[config.mk]
export PLATFORM = sky130hd
export DESIGN_NAME = hecke_coset_matrix_generator
export DESIGN_NICKNAME = d
export VERILOG_FILES = /design/src/rtl/core/hcmg_pkg.sv /design/src/rtl/core/hcmg_div.sv /design/src/rtl/core/hcmg_fifo.sv /design/src/rtl/core/hcmg_front.sv /design/src/rtl/core/hcmg_back.sv /design/src/rtl/core/hecke_coset_matrix_generator.sv
export VERILOG_INCLUDE_DIRS = /design/src /design/src/rtl/core
export SDC_FILE = /design/constraint.sdc
export NUM_CORES = 2
export LEC_CHECK = 0
export ABC_AREA = 1
export BUFFER_PORTS_ARGS = -buffer_cell sky130_fd_sc_hd__buf_2
export CAP_MARGIN = 30
export CORE_UTILIZATION = 65
export CTS_BUF_LIST = sky130_fd_sc_hd__clkbuf_8 sky130_fd_sc_hd__clkbuf_16
export CTS_CLUSTER_SIZE = 30
export DETAILED_ROUTE_END_ITERATION = 10
export MAX_ROUTING_LAYER = met4
export PLACE_DENSITY = 0.83
export SETUP_SLACK_MARGIN = 0.02
export SYNTH_ARGS = -nofsm -noshare
export SYNTH_HDL_FRONTEND = slang
export SYNTH_SLANG_ARGS = --single-unit
[constraint.sdc]
create_clock -name clk -period 8.7 [get_ports clk]
set_input_delay 0 -clock clk [delete_from_list [all_inputs] [get_ports clk]]
set_output_delay 0 -clock clk [all_outputs]
set_load 0.01 [all_outputs]
[src/rtl/core/hecke_coset_matrix_generator_assert.svh]
// assertion macros used by the back end of the generator rtl
`ifndef HECKE_COSET_MATRIX_GENERATOR_ASSERT_SVH
`define HECKE_COSET_MATRIX_GENERATOR_ASSERT_SVH

// same-cycle implication, clocked on clk, off during reset
`define HCMG_CHK_NOW(label, ante, cons, msg) \
	label: assert property (@(posedge clk) disable iff (!arst_n) (ante) |-> (cons)) \
		else $error(msg);

// next-cycle implication, clocked on clk, off during reset
`define HCMG_CHK_NEXT(label, ante, cons, msg) \
	label: assert property (@(posedge clk) disable iff (!arst_n) (ante) |=> (cons)) \
		else $error(msg);

`endif

[src/rtl/core/hcmg_pkg.sv]
// shared types and constants of the coset matrix generator
`timescale 1ns / 1ps
package hcmg_pkg;

	localparam int PRIME_BITS = 8;
	localparam int SQ_BITS    = 2 * PRIME_BITS;
	localparam int CUBE_BITS  = 3 * PRIME_BITS;
	localparam int QUAD_BITS  = 4 * PRIME_BITS;
	localparam int CNT_BITS   = QUAD_BITS + 1;
	localparam int IDX_BITS   = 32;
	localparam int ENTRY_BITS = 18;
	localparam int DATA_BITS  = 32;
	localparam int ADDR_BITS  = 3;
	localparam int FIFO_DEPTH = 2;
	localparam int STEP_BITS  = 3;

	// register word select (paddr bit 2)
	localparam logic REG_PRIME = 1'b0;
	localparam logic REG_T1    = 1'b1;

	typedef enum logic [3:0] {
		K_ERR,
		K_TP0,
		K_TP1,
		K_TP2,
		K_TP3,
		K_D0,
		K_D1S,
		K_D1L,
		K_D2,
		K_D3,
		K_D4
	} kind_t;

	typedef enum logic [2:0] {
		B_IDLE,
		B_DIV,
		B_WAIT,
		B_INV,
		B_PROD,
		B_ROWS
	} bstate_t;

	typedef struct packed {
		kind_t               kind;
		logic [IDX_BITS-1:0] off;
	} job_t;

	typedef struct packed {
		logic [PRIME_BITS-1:0] p;
		logic [SQ_BITS-1:0]    p2;
	} cfg_t;

endpackage

[src/rtl/core/hcmg_div.sv]
// sequential restoring divider, one quotient bit per cycle
`timescale 1ns / 1ps
module hcmg_div (
	input  logic                            clk,
	input  logic                            arst_n,
	input  logic                            start,
	input  logic [hcmg_pkg::IDX_BITS-1:0]   dividend,
	input  logic [hcmg_pkg::PRIME_BITS-1:0] divisor,
	output logic                            busy,
	output logic                            done,
	output logic [hcmg_pkg::IDX_BITS-1:0]   quot,
	output logic [hcmg_pkg::PRIME_BITS-1:0] rem
);
	import hcmg_pkg::*;

	localparam int CB = $clog2(IDX_BITS + 1);

	logic [IDX_BITS-1:0]   quo_q;
	logic [PRIME_BITS-1:0] rem_q;
	logic [PRIME_BITS-1:0] dv_q;
	logic [CB-1:0]         cnt_q;
	logic                  run_q;
	logic                  done_q;
	logic [PRIME_BITS:0]   trial;
	logic                  fits;

	assign trial = {rem_q, quo_q[IDX_BITS-1]};
	assign fits  = trial >= {1'b0, dv_q};

	always_ff @(posedge clk or negedge arst_n) begin
		if (!arst_n) begin
			run_q  <= 1'b0;
			done_q <= 1'b0;
			cnt_q  <= '0;
		end else begin
			done_q <= 1'b0;
			if (start) begin
				run_q <= 1'b1;
				cnt_q <= CB'(IDX_BITS);
			end else if (run_q) begin
				cnt_q <= cnt_q - CB'(1);
				if (cnt_q == CB'(1)) begin
					run_q  <= 1'b0;
					done_q <= 1'b1;
				end
			end
		end
	end

	always_ff @(posedge clk) begin
		if (start) begin
			quo_q <= dividend;
			rem_q <= '0;
			dv_q  <= divisor;
		end else if (run_q) begin
			quo_q <= {quo_q[IDX_BITS-2:0], fits};
			rem_q <= fits ? PRIME_BITS'(trial - {1'b0, dv_q}) : trial[PRIME_BITS-1:0];
		end
	end

	// division by zero reads as zero
	assign busy = run_q;
	assign done = done_q;
	assign quot = (dv_q == '0) ? '0 : quo_q;
	assign rem  = (dv_q == '0) ? '0 : rem_q;

endmodule

[src/rtl/core/hcmg_fifo.sv]
// short job queue between front and back
`timescale 1ns / 1ps
module hcmg_fifo (
	input  logic           clk,
	input  logic           arst_n,
	input  logic           push,
	input  hcmg_pkg::job_t wdata,
	input  logic           pop,
	output hcmg_pkg::job_t rdata,
	output logic           full,
	output logic           empty
);
	import hcmg_pkg::*;

	localparam int PB = $clog2(FIFO_DEPTH);

	job_t                 mem_q [FIFO_DEPTH];
	logic [PB-1:0]        wptr_q;
	logic [PB-1:0]        rptr_q;
	logic [$clog2(FIFO_DEPTH+1)-1:0] cnt_q;

	assign full  = cnt_q == ($bits(cnt_q))'(FIFO_DEPTH);
	assign empty = cnt_q == '0;
	assign rdata = mem_q[rptr_q];

	always_ff @(posedge clk or negedge arst_n) begin
		if (!arst_n) begin
			wptr_q <= '0;
			rptr_q <= '0;
			cnt_q  <= '0;
		end else begin
			if (push)
				wptr_q <= wptr_q + PB'(1);
			if (pop)
				rptr_q <= rptr_q + PB'(1);
			if (push && !pop)
				cnt_q <= cnt_q + ($bits(cnt_q))'(1);
			else if (pop && !push)
				cnt_q <= cnt_q - ($bits(cnt_q))'(1);
		end
	end

	always_ff @(posedge clk) begin
		if (push)
			mem_q[wptr_q] <= wdata;
	end

endmodule

[src/rtl/core/hcmg_front.sv]
// config registers, coset bounds and index classification
`timescale 1ns / 1ps
module hcmg_front (
	input  logic                            clk,
	input  logic                            arst_n,
	input  logic                            psel,
	input  logic                            penable,
	input  logic                            pwrite,
	input  logic [hcmg_pkg::ADDR_BITS-1:0]  paddr,
	input  logic [hcmg_pkg::DATA_BITS-1:0]  pwdata,
	output logic [hcmg_pkg::DATA_BITS-1:0]  prdata,
	output logic                            pready,
	input  logic [hcmg_pkg::IDX_BITS-1:0]   coset_index,
	input  logic                            in_valid,
	output logic                            in_ready,
	output hcmg_pkg::job_t                  job,
	output logic                            job_push,
	input  logic                            job_full,
	output hcmg_pkg::cfg_t                  cfg
);
	import hcmg_pkg::*;

	localparam logic [2:0] RFSH_LEN = 3'd4;

	logic [PRIME_BITS-1:0] prime_q;
	logic                  t1_q;
	logic [2:0]            rfsh_q;
	logic [SQ_BITS-1:0]    p2_q;
	logic [CUBE_BITS-1:0]  p3_q;
	logic [QUAD_BITS-1:0]  p4_q;
	logic [CNT_BITS-1:0]   lim_q [4];
	logic [CNT_BITS-1:0]   cnt_q;
	logic [IDX_BITS-1:0]   k_s1;
	logic                  vld_s1;
	logic                  wr;
	logic [CNT_BITS-1:0]   e1, e2, e3, e4;
	logic [CNT_BITS-1:0]   kx;
	logic [2:0]            region;

	assign pready = 1'b1;
	assign wr     = psel && penable && pwrite;
	assign prdata = (paddr[2] == REG_T1) ? DATA_BITS'(t1_q) : DATA_BITS'(prime_q);

	always_ff @(posedge clk or negedge arst_n) begin
		if (!arst_n) begin
			prime_q <= PRIME_BITS'(2);
			t1_q    <= 1'b0;
			rfsh_q  <= RFSH_LEN;
		end else begin
			if (wr) begin
				if (paddr[2] == REG_T1)
					t1_q <= pwdata[0];
				else
					prime_q <= pwdata[PRIME_BITS-1:0];
				rfsh_q <= RFSH_LEN;
			end else if (rfsh_q != '0) begin
				rfsh_q <= rfsh_q - 3'd1;
			end
		end
	end

	// powers and case bounds follow the config through a short multiply chain
	assign e1 = CNT_BITS'(prime_q);
	assign e2 = CNT_BITS'(p2_q);
	assign e3 = CNT_BITS'(p3_q);
	assign e4 = CNT_BITS'(p4_q);

	always_ff @(posedge clk) begin
		p2_q <= SQ_BITS'(prime_q * prime_q);
		p3_q <= CUBE_BITS'(p2_q * prime_q);
		p4_q <= QUAD_BITS'(p3_q * prime_q);
		if (t1_q) begin
			lim_q[0] <= CNT_BITS'(1);
			lim_q[1] <= e2;
			lim_q[2] <= e2 + e1;
			lim_q[3] <= e2 + e1 + e3;
			cnt_q    <= e1 + e2 + e3 + e4;
		end else begin
			lim_q[0] <= e3;
			lim_q[1] <= e3 + CNT_BITS'(1);
			lim_q[2] <= e3 + CNT_BITS'(1) + e1;
			lim_q[3] <= e3 + CNT_BITS'(1) + e1 + e2;
			cnt_q    <= e3 + CNT_BITS'(1) + e1 + e2;
		end
	end

	assign job_push = vld_s1 && !job_full;
	assign in_ready = (rfsh_q == '0) && (!vld_s1 || job_push);

	always_ff @(posedge clk or negedge arst_n) begin
		if (!arst_n)
			vld_s1 <= 1'b0;
		else if (in_valid && in_ready)
			vld_s1 <= 1'b1;
		else if (job_push)
			vld_s1 <= 1'b0;
	end

	always_ff @(posedge clk) begin
		if (in_valid && in_ready)
			k_s1 <= coset_index;
	end

	assign kx = CNT_BITS'(k_s1);

	always_comb begin
		if (kx < lim_q[0])
			region = 3'd0;
		else if (kx < lim_q[1])
			region = 3'd1;
		else if (kx < lim_q[2])
			region = 3'd2;
		else if (kx < lim_q[3])
			region = 3'd3;
		else
			region = 3'd4;

		job.off = k_s1;
		case (region)
			3'd1: begin
				if (t1_q && (kx >= e1))
					job.off = k_s1 - IDX_BITS'(prime_q);
			end
			3'd2: job.off = IDX_BITS'(kx - lim_q[1]);
			3'd3: job.off = IDX_BITS'(kx - lim_q[2]);
			3'd4: job.off = IDX_BITS'(kx - lim_q[3]);
			default: job.off = k_s1;
		endcase

		if (kx >= cnt_q) begin
			job.kind = K_ERR;
		end else if (t1_q) begin
			case (region)
				3'd0: job.kind = K_D0;
				3'd1: job.kind = (kx < e1) ? K_D1S : K_D1L;
				3'd2: job.kind = K_D2;
				3'd3: job.kind = K_D3;
				default: job.kind = K_D4;
			endcase
		end else begin
			case (region)
				3'd0: job.kind = K_TP0;
				3'd1: job.kind = K_TP1;
				3'd2: job.kind = K_TP2;
				default: job.kind = K_TP3;
			endcase
		end
	end

	assign cfg.p  = prime_q;
	assign cfg.p2 = p2_q;

endmodule

[src/rtl/core/hcmg_back.sv]
// digit extraction, modular inverse search and row output
`timescale 1ns / 1ps
`include "hecke_coset_matrix_generator_assert.svh"
module hcmg_back (
	input  logic                            clk,
	input  logic                            arst_n,
	input  hcmg_pkg::cfg_t                  cfg,
	input  hcmg_pkg::job_t                  job,
	input  logic                            job_empty,
	output logic                            job_pop,
	output logic                            out_valid,
	input  logic                            out_ready,
	output logic [1:0]                      row_number,
	output logic [hcmg_pkg::ENTRY_BITS-1:0] entry_col0,
	output logic [hcmg_pkg::ENTRY_BITS-1:0] entry_col1,
	output logic [hcmg_pkg::ENTRY_BITS-1:0] entry_col2,
	output logic [hcmg_pkg::ENTRY_BITS-1:0] entry_col3,
	output logic                            last_row,
	output logic                            index_error
);
	import hcmg_pkg::*;

	localparam logic [ENTRY_BITS-1:0] ONE = ENTRY_BITS'(1);

	bstate_t               state_q, state_d;
	kind_t                 kind_q;
	logic [IDX_BITS-1:0]   off_q;
	logic [IDX_BITS-1:0]   x_q;
	logic [PRIME_BITS-1:0] dig_q [4];
	logic [STEP_BITS-1:0]  step_q;
	logic [STEP_BITS-1:0]  nsteps;
	logic [PRIME_BITS-1:0] inv_x_q;
	logic [PRIME_BITS-1:0] acc_q;
	logic [PRIME_BITS:0]   acc_sum;
	logic [SQ_BITS-1:0]    prod_a_q;
	logic [SQ_BITS-1:0]    prod_b_q;
	logic [SQ_BITS:0]      prod_c_q;
	logic [1:0]            row_q;
	logic                  inv_step;
	logic                  div_start, div_busy, div_done;
	logic [IDX_BITS-1:0]   div_a;
	logic [PRIME_BITS-1:0] div_b;
	logic [IDX_BITS-1:0]   div_q;
	logic [PRIME_BITS-1:0] div_r;
	logic                  row_load;
	logic [ENTRY_BITS-1:0] ent [4];
	logic [ENTRY_BITS-1:0] pe, p2e, d0e, d1e, d2e, xe, pae, pbe, pce;

	always_comb begin
		case (kind_q)
			K_TP0:   nsteps = STEP_BITS'(3);
			K_TP3:   nsteps = STEP_BITS'(2);
			K_D3:    nsteps = STEP_BITS'(1);
			K_D4:    nsteps = STEP_BITS'(2);
			K_D1L:   nsteps = STEP_BITS'(5);
			default: nsteps = '0;
		endcase
	end

	assign inv_step = (kind_q == K_D1L) && (step_q == STEP_BITS'(3));

	// dividend and divisor for the current step
	always_comb begin
		div_b = cfg.p;
		div_a = x_q;
		if (step_q == '0)
			div_a = off_q;
		if (kind_q == K_D1L) begin
			case (step_q)
				STEP_BITS'(0): div_b = cfg.p - PRIME_BITS'(1);
				STEP_BITS'(1): div_a = off_q;
				STEP_BITS'(2): div_a = IDX_BITS'(dig_q[1] * dig_q[1]);
				STEP_BITS'(4): div_a = IDX_BITS'(dig_q[2] * dig_q[3]);
				default: div_a = off_q;
			endcase
		end
	end

	hcmg_div u_div (
		.clk      (clk),
		.arst_n   (arst_n),
		.start    (div_start),
		.dividend (div_a),
		.divisor  (div_b),
		.busy     (div_busy),
		.done     (div_done),
		.quot     (div_q),
		.rem      (div_r)
	);

	always_ff @(posedge clk or negedge arst_n) begin
		if (!arst_n)
			state_q <= B_IDLE;
		else
			state_q <= state_d;
	end

	assign row_load = (state_q == B_ROWS) && (!out_valid || out_ready);

	always_comb begin
		state_d   = state_q;
		job_pop   = 1'b0;
		div_start = 1'b0;
		case (state_q)
			B_IDLE: begin
				if (!job_empty) begin
					job_pop = 1'b1;
					state_d = B_DIV;
				end
			end
			B_DIV: begin
				if (step_q == nsteps)
					state_d = B_PROD;
				else if (inv_step)
					state_d = B_INV;
				else begin
					div_start = 1'b1;
					state_d   = B_WAIT;
				end
			end
			B_WAIT: begin
				if (div_done)
					state_d = B_DIV;
			end
			B_INV: begin
				if ((inv_x_q >= cfg.p) || (acc_q == PRIME_BITS'(1)))
					state_d = B_DIV;
			end
			B_PROD: state_d = B_ROWS;
			B_ROWS: begin
				if (row_load && (row_q == 2'd3))
					state_d = B_IDLE;
			end
			default: state_d = B_IDLE;
		endcase
	end

	assign acc_sum = {1'b0, acc_q} + {1'b0, dig_q[0]};

	always_ff @(posedge clk) begin
		case (state_q)
			B_IDLE: begin
				kind_q   <= job.kind;
				off_q    <= job.off;
				x_q      <= job.off;
				dig_q[0] <= job.off[PRIME_BITS-1:0];
				step_q   <= '0;
			end
			B_DIV: begin
				inv_x_q <= PRIME_BITS'(1);
				acc_q   <= dig_q[0];
			end
			B_WAIT: begin
				if (div_done) begin
					x_q    <= div_q;
					step_q <= step_q + STEP_BITS'(1);
					if (kind_q == K_D1L && step_q == '0)
						dig_q[0] <= div_r + PRIME_BITS'(1);
					else if (kind_q == K_D1L && step_q == STEP_BITS'(4))
						dig_q[2] <= div_r;
					else
						dig_q[step_q[1:0]] <= div_r;
				end
			end
			B_INV: begin
				if (inv_x_q >= cfg.p) begin
					dig_q[3] <= '0;
					step_q   <= step_q + STEP_BITS'(1);
				end else if (acc_q == PRIME_BITS'(1)) begin
					dig_q[3] <= inv_x_q;
					step_q   <= step_q + STEP_BITS'(1);
				end else begin
					inv_x_q <= inv_x_q + PRIME_BITS'(1);
					acc_q   <= (acc_sum >= {1'b0, cfg.p}) ?
						PRIME_BITS'(acc_sum - {1'b0, cfg.p}) : acc_sum[PRIME_BITS-1:0];
				end
			end
			B_PROD: begin
				prod_a_q <= dig_q[0] * cfg.p;
				prod_b_q <= dig_q[1] * cfg.p;
				prod_c_q <= (SQ_BITS+1)'(dig_q[0] * dig_q[1]) + (SQ_BITS+1)'(x_q[SQ_BITS-1:0]);
				row_q    <= '0;
			end
			B_ROWS: begin
				if (row_load)
					row_q <= row_q + 2'd1;
			end
			default: ;
		endcase
	end

	assign pe  = ENTRY_BITS'(cfg.p);
	assign p2e = ENTRY_BITS'(cfg.p2);
	assign d0e = ENTRY_BITS'(dig_q[0]);
	assign d1e = ENTRY_BITS'(dig_q[1]);
	assign d2e = ENTRY_BITS'(dig_q[2]);
	assign xe  = ENTRY_BITS'(x_q);
	assign pae = ENTRY_BITS'(prod_a_q);
	assign pbe = ENTRY_BITS'(prod_b_q);
	assign pce = ENTRY_BITS'(prod_c_q);

	always_comb begin
		for (int i = 0; i < 4; i++)
			ent[i] = '0;
		case (kind_q)
			K_TP0: begin
				case (row_q)
					2'd0: begin ent[0] = ONE; ent[2] = d0e; ent[3] = d1e; end
					2'd1: begin ent[1] = ONE; ent[2] = d1e; ent[3] = d2e; end
					2'd2: ent[2] = pe;
					default: ent[3] = pe;
				endcase
			end
			K_TP1: begin
				case (row_q)
					2'd0: ent[0] = pe;
					2'd1: ent[1] = pe;
					2'd2: ent[2] = ONE;
					default: ent[3] = ONE;
				endcase
			end
			K_TP2: begin
				case (row_q)
					2'd0: begin ent[0] = ONE; ent[2] = d0e; end
					2'd1: ent[1] = pe;
					2'd2: ent[2] = pe;
					default: ent[3] = ONE;
				endcase
			end
			K_TP3: begin
				case (row_q)
					2'd0: ent[0] = pe;
					2'd1: begin ent[0] = '0 - d0e; ent[1] = ONE; ent[3] = d1e; end
					2'd2: begin ent[2] = ONE; ent[3] = d0e; end
					default: ent[3] = pe;
				endcase
			end
			K_D0: begin
				case (row_q)
					2'd0: ent[0] = pe;
					2'd1: ent[1] = p2e;
					2'd2: ent[2] = pe;
					default: ent[3] = ONE;
				endcase
			end
			K_D1S: begin
				case (row_q)
					2'd0: ent[0] = pe;
					2'd1: begin ent[1] = pe; ent[3] = d0e; end
					2'd2: ent[2] = pe;
					default: ent[3] = pe;
				endcase
			end
			K_D1L: begin
				case (row_q)
					2'd0: begin ent[0] = pe; ent[2] = d0e; ent[3] = d1e; end
					2'd1: begin ent[1] = pe; ent[2] = d1e; ent[3] = d2e; end
					2'd2: ent[2] = pe;
					default: ent[3] = pe;
				endcase
			end
			K_D2: begin
				case (row_q)
					2'd0: ent[0] = p2e;
					2'd1: begin ent[0] = '0 - pae; ent[1] = pe; end
					2'd2: begin ent[2] = ONE; ent[3] = d0e; end
					default: ent[3] = pe;
				endcase
			end
			K_D3: begin
				case (row_q)
					2'd0: begin ent[0] = ONE; ent[2] = xe; ent[3] = '0 - d0e; end
					2'd1: begin ent[1] = pe; ent[2] = '0 - pae; end
					2'd2: ent[2] = p2e;
					default: ent[3] = pe;
				endcase
			end
			K_D4: begin
				case (row_q)
					2'd0: begin ent[0] = pe; ent[3] = pbe; end
					2'd1: begin ent[0] = '0 - d0e; ent[1] = ONE; ent[2] = d1e; ent[3] = pce; end
					2'd2: begin ent[2] = pe; ent[3] = pae; end
					default: ent[3] = p2e;
				endcase
			end
			default: ;
		endcase
	end

	always_ff @(posedge clk or negedge arst_n) begin
		if (!arst_n)
			out_valid <= 1'b0;
		else if (row_load)
			out_valid <= 1'b1;
		else if (out_ready)
			out_valid <= 1'b0;
	end

	always_ff @(posedge clk) begin
		if (row_load) begin
			row_number  <= row_q;
			entry_col0  <= ent[0];
			entry_col1  <= ent[1];
			entry_col2  <= ent[2];
			entry_col3  <= ent[3];
			last_row    <= row_q == 2'd3;
			index_error <= kind_q == K_ERR;
		end
	end

	`HCMG_CHK_NOW(a_div_free, div_start, !div_busy, "divider started while busy")
	`HCMG_CHK_NEXT(a_prod_rows, state_q == B_PROD, state_q == B_ROWS, "products not followed by rows")
	`HCMG_CHK_NOW(a_inv_bound, state_q == B_INV, inv_x_q <= cfg.p, "inverse search ran past p")

endmodule

[src/rtl/core/hecke_coset_matrix_generator.sv]
// order: index register, case select, job queue, divisions, inverse search, products, rows
// division steps: 3 in the T(p) case below p^3, 2 in the last case of either mode, 1 in the
// T1 case of the p^3 range, 4 plus an inverse search for T1 indices from p to p^2-1, none
// otherwise; rows then follow one a cycle while out_ready does not hold them back
// throughput: one index at a time in the back; the serial divider (one bit a cycle) sets the rate
// arst_n clears control; p=2, T(p) mode; input held off after reset and any config write
`timescale 1ns / 1ps
module hecke_coset_matrix_generator (
	input  logic                            clk,
	input  logic                            arst_n,
	// apb-style config port
	input  logic                            psel,
	input  logic                            penable,
	input  logic                            pwrite,
	input  logic [hcmg_pkg::ADDR_BITS-1:0]  paddr,
	input  logic [hcmg_pkg::DATA_BITS-1:0]  pwdata,
	output logic [hcmg_pkg::DATA_BITS-1:0]  prdata,
	output logic                            pready,
	// index input transaction
	input  logic                            in_valid,
	output logic                            in_ready,
	input  logic [hcmg_pkg::IDX_BITS-1:0]   coset_index,
	// row output transaction
	output logic                            out_valid,
	input  logic                            out_ready,
	output logic [1:0]                      row_number,
	output logic [hcmg_pkg::ENTRY_BITS-1:0] entry_col0,
	output logic [hcmg_pkg::ENTRY_BITS-1:0] entry_col1,
	output logic [hcmg_pkg::ENTRY_BITS-1:0] entry_col2,
	output logic [hcmg_pkg::ENTRY_BITS-1:0] entry_col3,
	output logic                            last_row,
	output logic                            index_error
);
	import hcmg_pkg::*;

	job_t job_in, job_out;
	cfg_t cfg;
	logic job_push, job_pop, job_full, job_empty;

	// front: registers, bounds, case select
	hcmg_front u_front (
		.clk         (clk),
		.arst_n      (arst_n),
		.psel        (psel),
		.penable     (penable),
		.pwrite      (pwrite),
		.paddr       (paddr),
		.pwdata      (pwdata),
		.prdata      (prdata),
		.pready      (pready),
		.coset_index (coset_index),
		.in_valid    (in_valid),
		.in_ready    (in_ready),
		.job         (job_in),
		.job_push    (job_push),
		.job_full    (job_full),
		.cfg         (cfg)
	);

	// decoupling queue
	hcmg_fifo u_fifo (
		.clk    (clk),
		.arst_n (arst_n),
		.push   (job_push),
		.wdata  (job_in),
		.pop    (job_pop),
		.rdata  (job_out),
		.full   (job_full),
		.empty  (job_empty)
	);

	// back: digits, inverse, rows
	hcmg_back u_back (
		.clk         (clk),
		.arst_n      (arst_n),
		.cfg         (cfg),
		.job         (job_out),
		.job_empty   (job_empty),
		.job_pop     (job_pop),
		.out_valid   (out_valid),
		.out_ready   (out_ready),
		.row_number  (row_number),
		.entry_col0  (entry_col0),
		.entry_col1  (entry_col1),
		.entry_col2  (entry_col2),
		.entry_col3  (entry_col3),
		.last_row    (last_row),
		.index_error (index_error)
	);

endmodule
==> impl_metrics.ini <==
[timing]
min_period_over_period_pct = 88.8
fin_setup_tns_ps = 0
setup_viol = 0
rsz0062_at_grt = no
period_needed_ps = 7730
drv_slew = 0
worst_pin_slew_ps = 1020
skew_ps = 50.4
finalHoldViolations = 0
max_slew_margin_pct = 31.9
clock.fmax_mhz = 129

[logic_synthesis]
synth-edff-count = 387
netlist_instances = 7735
ys_warn_count = 0
synth_seq_cells = 630
synth_cell_types = 76
ys.flop_type = edfxtp_1
synthArstFlopShare_pct = 4.60
syn_avg_cell_area_um2 = 7.79
yosysSeqAreaShare_pct = 27.6
syn_area_mm2 = 0.0603

[setup_path]
crit_family = simple AND/OR/NAND/NOR gates
path_depth = 25
crit_required_ps = 9270
critPathCaptureType = register
r2r_end = u_front.cnt_q[23]
worstReg2RegStart = u_front.p2_q[0]
crit_type = reg -> reg
crit_fanout = 13
critPathLaunch = u_front.p2_q[0]
critical_path_buf_inv_count = 1
arrival_ps = 8300
worstSetupStartpointType = register
cpPeakStageDelay_ps = 940
crit_slowest_cell = dfxtp_1
reg2reg_depth = 25
setup.worst_path.end = u_front.cnt_q[23]
ff2ff_setup_slack_ps = 970

[place]
dpl.hpwl_mm = 146
port_buffers = 131
post-place-cells = 8923
place_congestion = 1.07

[cts]
cts.htree.levels = 3
insertion_delay_ps = 700
numCtsBuffers = 74
cts_root_buf = clkbuf_16
cts_tree = built
cts_buffer_depth = 3
clk_pin_slew_ps = 70
clkSinkCount = 630

[die]
initial_core_util_pct = 65.7
fp.dieW_um = 307
rows = 111
die_h_um = 307
die_area_mm2 = 0.0940
core_mm2 = 0.0918
num_io_pins = 185

[routing]
detail_route.vias_per_cell = 5.93
drt_pass1_iterations = 9
drc = 0
wl_per_cell_um = 21.3
num_vias = 54100
drtIter0Drc = 6674
routed_wl_mm = 194
ant_nets = 0

[global_routing]
antenna_found_initial = 10
grt_pass1_vias = 52500
grt_overflow_total = 0
grt_util_all_layers_pct = 42.7
grt_pass1_wl_mm = 297
grt_max_degree = 84

[cells_and_area]
fill_cells = 7271
regArea_mm2 = 0.0166
layout.nets = 8903
drive_above_1_share_pct = 5.45
multi_input_area_mm2 = 0.0370
final_util_pct = 70.8
syn_to_final_growth_pct = 7.84
final_cells = 9117

[hold_path]
hold_path.class = in -> reg
hold_depth = 2

[run]
drv_cap = 0

[run_status]
outcome = completed
[cells in the final DEF (no fill, tap or decap), types with 49 or more instances in the layout]
cell / count
nand3_1: 222
dfxtp_1: 214
o21ai_0: 455
nor2_1: 483
xor2_1: 168
xnor2_1: 73
nor3_1: 73
dlygate4sd3_1: 49
fa_1: 428
clkbuf_16: 74
buf_2: 132
buf_4: 72
a21oi_1: 464
nand4_1: 60
ha_1: 595
edfxtp_1: 387
nand2_1: 1853
inv_1: 1481
[cell usage after synthesis (all sizes together), types with 62 or more instances]
cell type | n | share of area (%)
buf | 102 | 0.91
xnor2 | 73 | 1.1
a21oi | 466 | 3.9
edfxtp | 387 | 19
nand2 | 1874 | 12
inv | 1483 | 9.2
nand3 | 226 | 1.9
nand4 | 62 | 0.66
dfxtp | 214 | 7.1
fa | 428 | 14
nor2 | 507 | 3.3
o21ai | 462 | 3.8
nor3 | 76 | 0.64
xor2 | 170 | 2.5
ha | 595 | 12
clkbuf | 191 | 1.2
[state kept, by name, indices dropped and copies added, names as in the netlist, 15 cells and up]
signal,cells
u_back.entry_col1,16
u_front.cnt_q,33
u_front.k_s1,32
u_back.x_q,32
u_front.lim_q,102
u_back.prod_c_q,17
u_back.entry_col0,17
u_front.p2_q,15
u_back.u_div.quo_q,32
u_back.entry_col2,18
u_back.prod_a_q,16
u_back.off_q,32
u_back.dig_q,32
u_back.entry_col3,18
u_front.p4_q,32
u_back.prod_b_q,16
u_front.p3_q,24
u_fifo.mem_q,72
[cell families (layout without fill, tap and decap cells)]
kind of cell             Yosys count  after routing  share of synthesized area, %
AND/OR/NAND/NOR                 2801           2801                          19.0
multiplexers                       1              1                        0.0187
other                              2             40                        0.0125
flip-flops                       630            630                          27.6
AO/OA/AOI/OAI                   1252           1252                          11.9
XOR/XNOR                         243            243                          3.57
adder cells (fa/ha/maj)         1023           1023                          26.6
buffers and inverters           1783           1884                          11.4
[routing by layer]
| layer | vias up | wire (um) | share of wire (%) | global-route usage (%) |
|---|---|---|---|---|
| met2 | 3038 | 86200 | 44 | 65.2 |
| li1 | 24800 | - | - | - |
| met4 | 0 | 14000 | 7.2 | 26.7 |
| met1 | 25500 | 73900 | 38 | 53.1 |
| met5 | - | 0 | 0 | - |
| met3 | 710 | 19700 | 10 | 7.15 |
[cell type report]
| cell class | instances | area share (%) |
|---|---|---|
| timing repair buffer | 257 | 2.69 |
| inverter | 1490 | 8.60 |
| clock inverter | 60 | 0.928 |
| tap | 1243 | 2.39 |
| antenna | 7 | 0.0269 |
| sequential | 630 | 25.6 |
| clock buffer | 77 | 2.91 |
| multi-input combinational | 5353 | 56.8 |
[through the flow]
step / cell area [um^2] / worst slack, ps / hold WS, ps
2_1_floorplan: 60400 / 3780 / -296
3_3_place_gp: 61900 / 1600 / 102
3_5_place_dp: 62000 / 1580 / 122
4_1_cts: 65000 / 1510 / 4.52
5_1_grt: 65000 / 870 / 28.2
6_report: 65000 / 970 / 30.3
[how the worst min path moves through the flow]
stage | start | end | slack (ps)
5_1_grt | coset_index[13] | u_front.k_s1[13] | 30
3_3_place_gp | arst_n | u_back.out_valid | 100
2_1_floorplan | arst_n | u_back.out_valid | -300
4_1_cts | coset_index[12] | u_front.k_s1[12] | 5
3_5_place_dp | arst_n | u_back.out_valid | 120
6_report | coset_index[12] | u_front.k_s1[12] | 30
[what timing repair did]
item / CTS / global route
gates resized for setup: 0 / 0
endpoints found under the setup margin: 0 / 0
hold buffers: 49 / 0
setup buffers: 0 / 0
hold endpoints to repair: 77 / 0
Power is left out: the tool's default activity adds up to more than one toggle a clock period on the data nets, which glitch-free logic cannot reach.
